<file path="config.mk">
export PLATFORM = sky130hd
export DESIGN_NAME = itu_color
export DESIGN_NICKNAME = d
export VERILOG_FILES = /design/src/itu_pkg.sv /design/src/itu_color.sv
export SDC_FILE = /design/constraint.sdc
export NUM_CORES = 1
export LEC_CHECK = 0
export ABC_CLOCK_PERIOD_IN_PS = 10900
export BUFFER_PORTS_ARGS = -buffer_cell sky130_fd_sc_hd__clkbuf_2
export CAP_MARGIN = 40
export CORE_MARGIN = 1
export CORE_UTILIZATION = 50
export DETAILED_ROUTE_END_ITERATION = 10
export PLACE_DENSITY = 0.84
export SYNTH_ARGS = -nofsm -noshare
export SYNTH_HDL_FRONTEND = slang
export SYNTH_SLANG_ARGS = --single-unit
</file>
<file path="constraint.sdc">
create_clock -name vclk -period 10.9
set_input_delay 0 -clock vclk [all_inputs]
set_output_delay 0 -clock vclk [all_outputs]
set_load 0.03 [all_outputs]
</file>
<file path="src/itu_pkg.sv">
`timescale 1ns / 1ps

package itu_pkg;

    localparam int DEF_MAX_SRC_SIDE = 64;

    localparam int DIM_W   = 7;
    localparam int PIX_W   = 8;
    localparam int SIDE_W  = 8;
    localparam int COL_W   = 8;
    localparam int STAT_W  = 2;
    localparam int SUPER_W = 24;
    localparam int CFG_IDX_W = 3;
    localparam int PROD_W  = 2 * DIM_W;

    localparam int SUPER_FIRST = 16;
    localparam int SUPER_END   = 22;
    localparam int PAL_SIZE    = 16;
    localparam int STD_SCALE   = 18;
    localparam int SWITCH_LO   = 9;
    localparam int SWITCH_HI   = 10;

    typedef enum logic [CFG_IDX_W-1:0] {
        CFG_SRC_WIDTH     = 3'd0,
        CFG_SRC_HEIGHT    = 3'd1,
        CFG_PALETTE_MODE  = 3'd2,
        CFG_SWITCH_SCHEME = 3'd3,
        CFG_SUPER_MAP     = 3'd4
    } cfg_reg_t;

    typedef enum logic [STAT_W-1:0] {
        ST_OK    = 2'd0,
        ST_RANGE = 2'd1,
        ST_INDEX = 2'd2
    } status_t;

    typedef enum logic {
        OP_LOAD = 1'b0,
        OP_READ = 1'b1
    } op_t;

    typedef enum logic {
        PAL_EIGHT_BIT = 1'b0,
        PAL_STANDARD  = 1'b1
    } pal_mode_t;

    typedef struct packed {
        logic [DIM_W-1:0]  w;
        logic [DIM_W-1:0]  h;
        logic              square;
        logic [2:0]        shift;
        logic [SIDE_W-1:0] side;
    } geom_t;

    typedef struct packed {
        op_t               op;
        logic              scaled;
        status_t           status;
        logic [SIDE_W-1:0] side;
    } rd_meta_t;

    typedef struct packed {
        logic [COL_W-1:0]  red;
        logic [COL_W-1:0]  green;
        logic [COL_W-1:0]  blue;
        logic [SIDE_W-1:0] side;
        status_t           status;
    } result_t;

    // 8-bit palette, packed as red, green, blue
    localparam logic [23:0] PAL8 [0:PAL_SIZE-1] = '{
        24'h000000, 24'h6D6D6D, 24'h919191, 24'h6D2400,
        24'h00FFFF, 24'h944A00, 24'h008000, 24'h00FF00,
        24'hFF0000, 24'hFFC400, 24'hDA916D, 24'hFFFF00,
        24'h535353, 24'hC4C4C4, 24'h0000FF, 24'hFFFFFF
    };

    // 4-bit standard palette, packed as red, green, blue nibbles
    localparam logic [11:0] PAL4 [0:PAL_SIZE-1] = '{
        12'h000, 12'h666, 12'h888, 12'h620,
        12'h0EE, 12'h840, 12'h070, 12'h0E0,
        12'hE00, 12'hEB0, 12'hC86, 12'hEE0,
        12'h444, 12'hBBB, 12'h00E, 12'hEEE
    };

    // Switch colour pairs, entry scheme*2 + (index is the upper switch index)
    localparam logic [11:0] SWITCH_PAIRS [0:15] = '{
        12'h700, 12'h500,
        12'hC90, 12'hC70,
        12'h009, 12'h007,
        12'h909, 12'h707,
        12'h530, 12'h750,
        12'hC90, 12'h050,
        12'hA90, 12'h750,
        12'hEB0, 12'hC86
    };

    function automatic logic [COL_W-1:0] scale_std(input logic [3:0] v);
        return COL_W'(v * STD_SCALE);
    endfunction

    function automatic logic [2:0] bit_len7(input logic [DIM_W-1:0] v);
        logic [2:0] n;
        n = 3'd0;
        for (int i = 0; i < DIM_W; i++) begin
            if (v[i]) begin
                n = 3'(i + 1);
            end
        end
        return n;
    endfunction

endpackage

</file>
<file path="src/itu_color.sv">
`timescale 1ns / 1ps

module itu_color (
    input  itu_pkg::rd_meta_t           meta,
    input  logic [itu_pkg::PIX_W-1:0]   index,
    input  itu_pkg::pal_mode_t          palette_mode,
    input  logic [2:0]                  switch_scheme,
    input  logic [itu_pkg::SUPER_W-1:0] super_map,
    output itu_pkg::result_t            res
);

    logic [itu_pkg::PIX_W-1:0] idx;
    logic [2:0]                sel;
    logic [23:0]               rgb8;
    logic [11:0]               rgb4;
    logic [3:0]                sw_addr;

    // Remap superpalette indices on a scaled source only
    always_comb
    begin
        sel = 3'(index - itu_pkg::PIX_W'(itu_pkg::SUPER_FIRST));
        idx = index;
        if (meta.scaled && index >= itu_pkg::PIX_W'(itu_pkg::SUPER_FIRST)
            && index < itu_pkg::PIX_W'(itu_pkg::SUPER_END))
        begin
            idx = {4'b0000, super_map[4*sel +: 4]};
        end
    end

    assign sw_addr = {switch_scheme, idx == itu_pkg::PIX_W'(itu_pkg::SWITCH_HI)};
    assign rgb8    = itu_pkg::PAL8[idx[3:0]];
    assign rgb4    = (idx == itu_pkg::PIX_W'(itu_pkg::SWITCH_LO)
                      || idx == itu_pkg::PIX_W'(itu_pkg::SWITCH_HI))
                     ? itu_pkg::SWITCH_PAIRS[sw_addr] : itu_pkg::PAL4[idx[3:0]];

    always_comb
    begin
        res.red    = '0;
        res.green  = '0;
        res.blue   = '0;
        res.side   = meta.side;
        res.status = meta.status;
        if (meta.status == itu_pkg::ST_OK && meta.op == itu_pkg::OP_READ)
        begin
            if (idx >= itu_pkg::PIX_W'(itu_pkg::PAL_SIZE))
            begin
                res.status = itu_pkg::ST_INDEX;
            end
            else if (!meta.scaled || palette_mode == itu_pkg::PAL_EIGHT_BIT)
            begin
                res.red   = rgb8[23:16];
                res.green = rgb8[15:8];
                res.blue  = rgb8[7:0];
            end
            else
            begin
                res.red   = itu_pkg::scale_std(rgb4[11:8]);
                res.green = itu_pkg::scale_std(rgb4[7:4]);
                res.blue  = itu_pkg::scale_std(rgb4[3:0]);
            end
        end
    end

endmodule

</file>
==> results_dict.tcl <==
set metrics [dict create \
    status "finished clean" \
    vias_per_cell 6.517 \
    initial_core_util_pct 53.65 \
    placed_cells 358 \
    mostFrequentLayoutCell "sky130_fd_sc_hd__clkbuf_2" \
    worst_path_max_delay_cell "sky130_fd_sc_hd__a31oi_1" \
    detailed_placement_wirelength_estimate_um 4441 \
    final.fill_count 337 \
    layout_min_cycle_time_ns 4.732 \
    dr_total_vias 2333 \
    grt.total_usage_pct 28.29 \
    crit_start "index[1]" \
    report.final.setup_viol 0 \
    drc_errors 0 \
    nets 380 \
    cts_setup_buffers 0 \
    final_antenna_net_count 0 \
    min_period_over_period_pct 43.42 \
    synthesis.area_um2 1847 \
    max_slew.worst_pin.slew_ns 0.9241 \
    cp_cell_sequence "clkbuf_2 -> nand2_1 -> and3_1 -> a31oi_1 -> ha_1 -> inv_1 -> a211o_1 -> nor3_2 -> nor4_1 -> a211oi_1 -> a21oi_1 -> ha_1 -> ha_1 -> or3_1 -> or3_1 -> o211ai_2 -> clkbuf_2" \
    synth.avg_cell_area_um2 6.716 \
    final_hold_violations 0 \
    worst_path_most_repeated_cell "sky130_fd_sc_hd__ha_1" \
    initial_antenna_violation_count 0 \
    timing.hold.worst.class "in -> out" \
    setup.worst_path.end_class "output pin" \
    area.growth.synth_to_final_pct 12.47 \
    required_ns 10.90 \
    port_buffers 66 \
    dr_wl_cell_um 16.03 \
    syn_nets 341 \
    path_class "in -> out" \
    totalNegativeSetupSlack_ns 0 \
    via_count_of_the_first_global_routing_pass 1975 \
    grt_first_pass_wirelength_um 9342 \
    placed_cell_area_um2 2077 \
    synthesis.instances 275 \
    vdd_drop_max_v 0.00002982 \
    routed_wirelength_um 5740 \
    max_stage_delay_ns 0.77 \
    ctsHoldBuffers 0 \
    clock_buf_count 0 \
    final-max-slew-violation-count 0 \
    gr-total-overflow 0 \
    cp-start-kind "input pin" \
    synth-warning-count 0 \
    die-height_um 62.78 \
    grt_setup_unrepaired "false" \
    finalNonFillerCells 358 \
    core.rowCount 21 \
    power.density_cell_area_nw_per_um2 34.42 \
    total_area_of_sequential_cells_um2 0 \
    maximum_number_of_pins_on_one_net_before_global_route_repair 33 \
    timing.critical_path.arrival_ns 4.73 \
    n_antenna_cell 0 \
    total_die_area_um2 3941 \
    leakage_nw 0.9488 \
    clock.fmax_mhz 211.3 \
    worst_slew_margin_rel_pct 38.11 \
    drt_iter0_drc 292 \
    ffs_latches 0 \
    num_io_pins 82 \
    hold_path_startpoint "meta[5]" \
    yosysSeqAreaShare_pct 0 \
    placeableCoreArea_um2 3442 \
    multi_input_comb_area_um2 1644 \
    gp_congestion 1.022 \
    final_cell_area_excluding_filler_cells_um2 2077 \
    crit_path_max_fanout 11 \
    post-layout-total-power_uw 71.48 \
    layout-drive-gt1-share_pct 28.21 \
    yosysUniqueCellTypes 61 \
    max_cap_viol_count 0 \
    postCtsResizedCells 0 \
    dieWidth_um 62.78 \
    most_used_cells_in_the_layout_excluding_fill_and_tap_cells "66 x sky130_fd_sc_hd__clkbuf_2, 34 x sky130_fd_sc_hd__nand2_1, 24 x sky130_fd_sc_hd__nor2_1" \
    drt_pre_antenna_iters 5 \
]
critical path: cells and delay by family:
family	cells	cell delay, ns
fa+ha+maj	3	0.96
buf+inv	3	0.58
compound gates	5	1.69
simple gates	6	1.49
cell usage after synthesis (7+ instances only):
cell type / count / area share [%]
sky130_fd_sc_hd__a211oi_1: 7 / 2.8
sky130_fd_sc_hd__a21oi_1: 23 / 6.2
sky130_fd_sc_hd__a31oi_1: 7 / 2.4
sky130_fd_sc_hd__buf_4: 9 / 3.7
sky130_fd_sc_hd__clkbuf_1: 13 / 2.6
sky130_fd_sc_hd__ha_1: 18 / 12
sky130_fd_sc_hd__inv_1: 9 / 1.8
sky130_fd_sc_hd__nand2_1: 34 / 6.9
sky130_fd_sc_hd__nand3_1: 13 / 3.5
sky130_fd_sc_hd__nor2_1: 24 / 4.9
sky130_fd_sc_hd__o21ai_0: 15 / 4.1
routing by layer:
metal | wire [um] | up-vias | global-route usage (%)
met3 | 447 | 8 | 1.277
met4 | 112 | 0 | 5.814
li1 | - | 1105 | -
met5 | 0 | - | 0
met1 | 2393 | 1064 | 39.74
met2 | 2787 | 156 | 47.42
stage by stage:
step	setup WS [ns]	hold WS, ns	util, %
finish	6.168	0.00001164	60.34
global route	5.906	0.00004788	60.34
CTS	6.278	0.0002048	60.34
detailed placement	6.306	0.0002048	60.34
global placement	6.398	0.0002048	60.34
floorplan	6.808	0.1317	-
cell families (layout without fill, tap and decap cells):
| group | after synthesis | after routing | synth area share (%) |
|---|---|---|---|
| simple gates | 108 | 108 | 30.42 |
| mux | 15 | 15 | 10.57 |
| buf+inv | 40 | 77 | 11.18 |
| compound gates | 94 | 94 | 35.64 |
| fa+ha+maj | 18 | 18 | 12.20 |
report_power, final:
| group | total (mW) | internal (mW) | switching, mW |
|---|---|---|---|
| clock network | 0 | 0 | 0 |
| logic | 0.0715 | 0.0274 | 0.0440 |
| registers | 0 | 0 | 0 |
layout make-up:
class                           instances  area share (%)
Multi-Input combinational cell        235           79.16
Timing Repair Buffer                   67           16.27
Tap cell                               46           2.771
Inverter                               10           1.807
path summary, 6_finish.rpt:
kind,end,slack (ns),depth (start not counted)
setup / recovery,res[25],6.17,17
hold / removal,res[7],0.00001,0
Note: power is estimated with default switching activity, not from simulation.
