$ cat config.mk
export PLATFORM = sky130hd
export DESIGN_NAME = itu_geom
export DESIGN_NICKNAME = d
export VERILOG_FILES = /design/src/itu_pkg.sv /design/src/itu_geom.sv
export SDC_FILE = /design/constraint.sdc
export NUM_CORES = 1
export LEC_CHECK = 0
export BUFFER_PORTS_ARGS = -buffer_cell sky130_fd_sc_hd__buf_2
export CAP_MARGIN = 20
export CORE_ASPECT_RATIO = 1.1
export CORE_MARGIN = 1
export CORE_UTILIZATION = 35
export DETAILED_ROUTE_END_ITERATION = 10
export PLACE_DENSITY = 0.7
export SLEW_MARGIN = 20
export SYNTH_ARGS = -nofsm -noshare
export SYNTH_HDL_FRONTEND = slang
export SYNTH_SLANG_ARGS = --single-unit
export TNS_END_PERCENT = 10
$ cat constraint.sdc
create_clock -name vclk -period 2.95
set_input_delay 0.59 -clock vclk [all_inputs]
set_output_delay 0.59 -clock vclk [all_outputs]
set_load 0.05 [all_outputs]
$ cat src/itu_pkg.sv
`timescale 1ns / 1ps

package itu_pkg;

    localparam int DEF_MAX_SRC_SIDE = 64;

    localparam int DIM_W   = 7;
    localparam int PIX_W   = 8;
    localparam int SIDE_W  = 8;
    localparam int COL_W   = 8;
    localparam int STAT_W  = 2;
    localparam int SUPER_W = 24;
    localparam int CFG_IDX_W = 3;
    localparam int PROD_W  = 2 * DIM_W;

    localparam int SUPER_FIRST = 16;
    localparam int SUPER_END   = 22;
    localparam int PAL_SIZE    = 16;
    localparam int STD_SCALE   = 18;
    localparam int SWITCH_LO   = 9;
    localparam int SWITCH_HI   = 10;

    typedef enum logic [CFG_IDX_W-1:0] {
        CFG_SRC_WIDTH     = 3'd0,
        CFG_SRC_HEIGHT    = 3'd1,
        CFG_PALETTE_MODE  = 3'd2,
        CFG_SWITCH_SCHEME = 3'd3,
        CFG_SUPER_MAP     = 3'd4
    } cfg_reg_t;

    typedef enum logic [STAT_W-1:0] {
        ST_OK    = 2'd0,
        ST_RANGE = 2'd1,
        ST_INDEX = 2'd2
    } status_t;

    typedef enum logic {
        OP_LOAD = 1'b0,
        OP_READ = 1'b1
    } op_t;

    typedef enum logic {
        PAL_EIGHT_BIT = 1'b0,
        PAL_STANDARD  = 1'b1
    } pal_mode_t;

    typedef struct packed {
        logic [DIM_W-1:0]  w;
        logic [DIM_W-1:0]  h;
        logic              square;
        logic [2:0]        shift;
        logic [SIDE_W-1:0] side;
    } geom_t;

    typedef struct packed {
        op_t               op;
        logic              scaled;
        status_t           status;
        logic [SIDE_W-1:0] side;
    } rd_meta_t;

    typedef struct packed {
        logic [COL_W-1:0]  red;
        logic [COL_W-1:0]  green;
        logic [COL_W-1:0]  blue;
        logic [SIDE_W-1:0] side;
        status_t           status;
    } result_t;

    // 8-bit palette, packed as red, green, blue
    localparam logic [23:0] PAL8 [0:PAL_SIZE-1] = '{
        24'h000000, 24'h6D6D6D, 24'h919191, 24'h6D2400,
        24'h00FFFF, 24'h944A00, 24'h008000, 24'h00FF00,
        24'hFF0000, 24'hFFC400, 24'hDA916D, 24'hFFFF00,
        24'h535353, 24'hC4C4C4, 24'h0000FF, 24'hFFFFFF
    };

    // 4-bit standard palette, packed as red, green, blue nibbles
    localparam logic [11:0] PAL4 [0:PAL_SIZE-1] = '{
        12'h000, 12'h666, 12'h888, 12'h620,
        12'h0EE, 12'h840, 12'h070, 12'h0E0,
        12'hE00, 12'hEB0, 12'hC86, 12'hEE0,
        12'h444, 12'hBBB, 12'h00E, 12'hEEE
    };

    // Switch colour pairs, entry scheme*2 + (index is the upper switch index)
    localparam logic [11:0] SWITCH_PAIRS [0:15] = '{
        12'h700, 12'h500,
        12'hC90, 12'hC70,
        12'h009, 12'h007,
        12'h909, 12'h707,
        12'h530, 12'h750,
        12'hC90, 12'h050,
        12'hA90, 12'h750,
        12'hEB0, 12'hC86
    };

    function automatic logic [COL_W-1:0] scale_std(input logic [3:0] v);
        return COL_W'(v * STD_SCALE);
    endfunction

    function automatic logic [2:0] bit_len7(input logic [DIM_W-1:0] v);
        logic [2:0] n;
        n = 3'd0;
        for (int i = 0; i < DIM_W; i++) begin
            if (v[i]) begin
                n = 3'(i + 1);
            end
        end
        return n;
    endfunction

endpackage

$ cat src/itu_geom.sv
`timescale 1ns / 1ps

module itu_geom #(
    parameter int MAX_SRC_SIDE = itu_pkg::DEF_MAX_SRC_SIDE
) (
    input  logic [itu_pkg::DIM_W-1:0] src_width,
    input  logic [itu_pkg::DIM_W-1:0] src_height,
    output itu_pkg::geom_t            geom
);

    logic [itu_pkg::DIM_W-1:0] w;
    logic [itu_pkg::DIM_W-1:0] h;
    logic [itu_pkg::DIM_W-1:0] larger;
    logic [2:0]                len;

    // Clamp a side into 1 .. MAX_SRC_SIDE
    always_comb
    begin
        if (src_width == '0)
            w = itu_pkg::DIM_W'(1);
        else if (int'(src_width) > MAX_SRC_SIDE)
            w = itu_pkg::DIM_W'(MAX_SRC_SIDE);
        else
            w = src_width;

        if (src_height == '0)
            h = itu_pkg::DIM_W'(1);
        else if (int'(src_height) > MAX_SRC_SIDE)
            h = itu_pkg::DIM_W'(MAX_SRC_SIDE);
        else
            h = src_height;
    end

    assign larger = (w > h) ? w : h;
    assign len    = itu_pkg::bit_len7(larger);

    always_comb
    begin
        geom.w      = w;
        geom.h      = h;
        geom.square = (w == h);
        geom.shift  = len;
        geom.side   = (w == h) ? {1'b0, w} : (itu_pkg::SIDE_W'(1) << len);
    end

endmodule

==> impl_metrics.csv, run 1 <==
group,metric,value,unit
place,dpl_worst_slack,-0.6329,ns
global_route,antenna_found_initial,0,
floorplan,core,1782,um2
place,place_congestion,0.8709,
sta,period_share,121.7,%
place,place_area,1383,um2
layout,multiInputGateArea,835.8,um2
job,maxCapViolCount,0,
sta,setup_viol,12,
detailed_routing,ant_nets,0,
critical_path,path_max_fanout,4,
layout,nFlopsAndLatches,0,
sta,final_max_slew_viol_count,0,
floorplan,dieWidth,43.54,um
detailed_routing,drcViolationCount,6,
place,dpl.hpwl,2414,um
layout,area_growth_syn_to_layout,155.7,%
critical_path,crit_type,"in -> out",
detailed_routing,wl_per_cell,22.74,um
sta,fmax,278.6,MHz
detailed_routing,routed-wl-met2,2406,um
floorplan,fp.dieH,47.70,um
power_and_ir_drop,peakVddDrop,183.9,uV
power_and_ir_drop,cellPowerDensity,239.6,nW/um2
worst_hold_path,hp-class,"in -> out",
power_and_ir_drop,p_total,407.1,uW
sta,min_period,3.590,ns
global_route,grt_pass1_vias,1329,
yosys,syn_inst,105,
critical_path,startpoint_type,"input pin",
detailed_routing,viasPerCell,6.435,
detailed_routing,wl_met3,457,um
sta,tightest_slew,0.8592,ns
global_route,grt_max_degree,13,
yosys,synth-seq-area-share,0,%
layout,final_nets,221,
detailed_routing,wl_met1,1704,um
layout,final_cell_area,1699,um2
critical_path,endpoint_kind,"output pin",
yosys,avgSynthCellArea,6.327,um2
detailed_routing,first_pass_iters,7,
sta,fin_ws,-0.6399,ns
detailed_routing,drt_iter0_drc,82,
critical_path,cp_data_arrival_time,3.00,ns
layout,n_fill_cell,48,
floorplan,ios,40,
outcome,violations,"DRC, setup timing",
layout,regArea,0,um2
global_route,grt_overflow,0,
layout,antenna_cells,0,
yosys,synth_area,664.4,um2
global_route,track_usage,43.63,%
sta,finalHoldViolations,0,
critical_path,cp.required,2.36,ns
sta,rsz0062_at_grt,"yes",
floorplan,dieArea,2077,um2
yosys,yosysWarnings,0,
layout,n_clock_buffer,0,
detailed_routing,wl,4911,um
floorplan,num_rows,16,
yosys,synth_cell_types,38,
detailed_routing,top_layer_used,"met4",
global_route,grt_pass1_wl,6617,um
yosys,syn_nets,126,
layout,drive_above_1_share,70.71,%
detailed_routing,vias,1390,
sta,tns,-5.361,ns
sta,slew_headroom,42.23,%
outcome,status,"complete, but fails checks",
power_and_ir_drop,leakage,0.8486,nW
floorplan,initial_utilization,37.29,%
place,portBuffers,40,
## timing repair
action | in CTS | in global routing
pin swaps | 18 | 10
endpoints found under the setup margin | 12 | 12
setup buffers | 12 | 2
hold buffers | 0 | 0
gates resized for setup | 45 | 11
## worst max-delay path, stage by stage
cell and delay (ns):
buf_6 0.10, or3_4 0.39, nor3_4 0.14, o21bai_2 0.11
ha_1 0.21, nand3b_1 0.20, a21oi_2 0.26, nor2_2 0.13
a2111oi_4 0.50, o221ai_4 0.17, buf_6 0.18
## kinds of logic (layout without fill, tap and decap cells)
| group | after synthesis | in the layout | share of synthesized area [%] |
|---|---|---|---|
| compound gates | 31 | 31 | 34.09 |
| mux | 3 | 3 | 4.708 |
| fa+ha+maj | 7 | 7 | 13.18 |
| buf+inv | 18 | 111 | 11.11 |
| simple gates | 46 | 46 | 36.91 |
## area by class of cell
class | instances | share of cell area (%)
Multi-Input combinational cell | 87 | 49.19
Timing Repair Buffer | 99 | 46.83
Inverter | 12 | 2.651
Tap cell | 18 | 1.325
## layout by cell type, fill, tap and decap left out, drive strengths merged, types with 2 or more instances in the layout
master  count
o31ai       3
nand3b      3
o21ai       6
nand3       2
or2         2
or3         3
nand2       7
a21oi      11
nor2       14
nor2b       6
nor3        4
buf        99
ha          7
o311ai      2
inv        12
mux2i       2
nor4        2
## per-stage QoR
stage	util, %	cells	hold WS, ns
2_1_floorplan	-	105	1.241
3_3_place_gp	77.60	202	1.614
3_5_place_dp	77.60	202	1.625
4_1_cts	92.13	214	1.626
5_1_grt	95.37	216	1.639
6_report	95.37	216	1.635
## final timing paths
path | slack, ns | endpoint | depth (start not counted) | startpoint
min | 1.63 | geom[15] | 3 | src_height[3]
max | -0.64 | geom[9] | 11 | src_width[5]
## layer usage
layer  vias to the layer above  global-route usage [%]
met2                       137                   83.28
met5                         -                       0
met4                         0                   20.00
met1                       643                   47.66
li1                        567                       -
met3                        43                   7.547
## cell usage after synthesis
library cell,n,share of area [%]
nand3_1,2,1.5
o21ai_0,2,1.5
ha_1,7,13
nand2b_1,1,0.94
mux2i_1,2,3.0
o311ai_0,2,2.6
o21ai_2,1,1.3
a21boi_0,1,1.1
or2_1,2,1.9
nor4_1,2,1.9
clkbuf_1,3,1.7
nand3b_1,3,3.4
a21oi_1,9,6.8
or3_1,2,1.9
a21oi_2,2,2.6
nor2b_1,6,5.7
o31ai_2,1,1.9
inv_1,11,6.2
a2111oi_2,1,2.3
nor3_1,4,3.0
o32a_1,1,1.5
nand4_1,1,0.94
mux2_2,1,1.7
inv_2,1,0.56
o31ai_1,2,2.3
a211o_1,1,1.3
a221o_1,1,1.5
buf_2,2,1.5
o21a_1,1,1.1
nor2_1,14,7.9
nor4b_2,1,2.3
or3_4,1,1.7
nand2_1,7,4.0
buf_4,1,1.1
o21ai_1,3,2.3
o221ai_1,1,1.3
o2bb2a_1,1,1.5
o21bai_1,1,1.1
## power breakdown
group          leakage [nW]  internal, mW  switching [mW]
registers                 0             0               0
logic                 0.849         0.165           0.242
clock network             0             0               0
No activity file was read; power rests on OpenSTA's default activity.
==> run 2: changes to the inputs <==
Settings changed: PLACE_DENSITY 0.7 to 0.79, SETUP_SLACK_MARGIN set to 0.02.
==> impl_metrics.csv, run 2 (synthesis results as in run 1) <==
group,metric,value,unit
floorplan,initial_utilization,37.29,%
layout,n_clock_buffer,0,
detailed_routing,wl_per_cell,23.83,um
power_and_ir_drop,cellPowerDensity,248.8,nW/um2
detailed_routing,vias,1402,
layout,final_nets,216,
sta,min_period,3.561,ns
critical_path,crit_start,"src_width[5]",
global_route,grt_pass1_vias,1346,
critical_path,cpPeakStageDelay,0.41,ns
critical_path,cp_data_arrival_time,2.97,ns
critical_path,cpMaxStageDelayCell,"or3_4",
place,portBuffers,40,
floorplan,dieWidth,43.54,um
sta,rsz0062_at_grt,"yes",
critical_path,crit_type,"in -> out",
sta,setup_viol,13,
sta,tightest_slew,0.7774,ns
layout,area_growth_syn_to_layout,154.0,%
critical_path,cp_num_buf_inv,4,
detailed_routing,wl,5051,um
critical_path,endpoint_kind,"output pin",
layout,regArea,0,um2
critical_path,cp.required,2.36,ns
critical_path,crit_chain,"buf_6, or3_4, nor3_4, o21bai_2, ha_4, nand3b_1, a21oi_4, buf_6, or2_4, mux2i_2, buf_4, o31ai_4, buf_6",
power_and_ir_drop,peakVddDrop,214.3,uV
floorplan,core,1782,um2
layout,mostFrequentLayoutCells,"buf_4, buf_2, buf_6",
layout,n_fill_cell,55,
sta,final_max_slew_viol_count,0,
critical_path,cp_common_cell,"buf_6",
global_route,grt_overflow,0,
outcome,violations,"DRC, setup timing",
critical_path,path_max_fanout,5,
layout,drive_above_1_share,70.47,%
detailed_routing,viasPerCell,6.613,
global_route,grt_pass1_wl,6575,um
power_and_ir_drop,leakage,0.8234,nW
floorplan,num_rows,16,
detailed_routing,ant_nets,0,
critical_path,crit_family,"simple AND/OR/NAND/NOR gates",
layout,multiInputGateArea,855.8,um2
sta,fmax,280.8,MHz
detailed_routing,drcViolationCount,12,
critical_path,crit_path_end,"geom[4]",
floorplan,ios,40,
job,maxCapViolCount,0,
layout,nFlopsAndLatches,0,
place,place_congestion,0.9879,
floorplan,fp.dieH,47.70,um
layout,layout_commonest_cell,"buf_4",
worst_hold_path,hp-class,"in -> out",
sta,slew_headroom,47.52,%
floorplan,dieArea,2077,um2
layout,utilization,94.73,%
sta,period_share,120.7,%
global_route,grt_max_degree,11,
critical_path,startpoint_type,"input pin",
detailed_routing,drt_iter0_drc,120,
place,dpl.hpwl,2517,um
global_route,track_usage,43.87,%
detailed_routing,first_pass_iters,8,
critical_path,critical_path_depth,13,
global_route,antenna_found_initial,0,
sta,finalHoldViolations,0,
outcome,status,"complete, but fails checks",
place,place_area,1348,um2
layout,final_cells,212,
layout,final_cell_area,1688,um2
sta,fin_ws,-0.6108,ns
place,dp_cells,199,
==> run 2: report_power, final <==
part	total (mW)	switching [mW]	internal, mW
Combinational	0.420	0.248	0.172
Sequential	0	0	0
Clock	0.0000000453	0	0.0000000453
Total	0.420	0.248	0.172
==> run 2: worst min path at each step <==
stage          slack, ns  depth (start not counted)       end           from
2_1_floorplan       1.24                          1  geom[12]  src_height[6]
3_3_place_gp        1.66                          3  geom[18]  src_height[6]
3_5_place_dp        1.67                          3  geom[18]  src_height[6]
4_1_cts             1.67                          3  geom[18]  src_height[6]
5_1_grt             1.69                          3  geom[18]  src_height[6]
6_report            1.68                          3  geom[18]  src_height[6]
==> run 2: tightest hold or removal path, stage by stage <==
cell	delay [ns]
buf_2	0.11
buf_4	0.17
buf_2	0.22
==> run 2: layout make-up <==
class,instances,area share [%]
timing repair buffer,94,44.85
antenna,1,0.1483
tap,18,1.334
inverter,12,2.965
multi-input combinational,87,50.70
==> run 2: what timing repair did <==
action                     in CTS  in global routing
buffers inserted                9                  3
pin swaps                      17                  6
setup endpoints to repair      12                 13
resized for setup              55                 11
hold buffers                    0                  0
==> run 2: stage by stage <==
stage | hold slack [ns] | setup TNS (ns) | total power [mW] | setup slack [ns]
2_1_floorplan | 1.241 | -3.598 | 0.2086 | -0.4117
3_3_place_gp | 1.662 | -5.138 | 0.3106 | -0.5574
3_5_place_dp | 1.667 | -6.171 | 0.3223 | -0.6700
4_1_cts | 1.667 | -4.332 | 0.3738 | -0.4971
5_1_grt | 1.688 | -6.648 | 0.4291 | -0.6572
6_report | 1.679 | -6.122 | 0.4200 | -0.6108
==> run 2: metal layers <==
metal	global-route usage [%]	vias up	wire, um
met1	46.98	616	1634
li1	-	560	-
met4	35.63	0	487
met3	5.660	67	621
met5	0	-	0
met2	79.10	159	2307
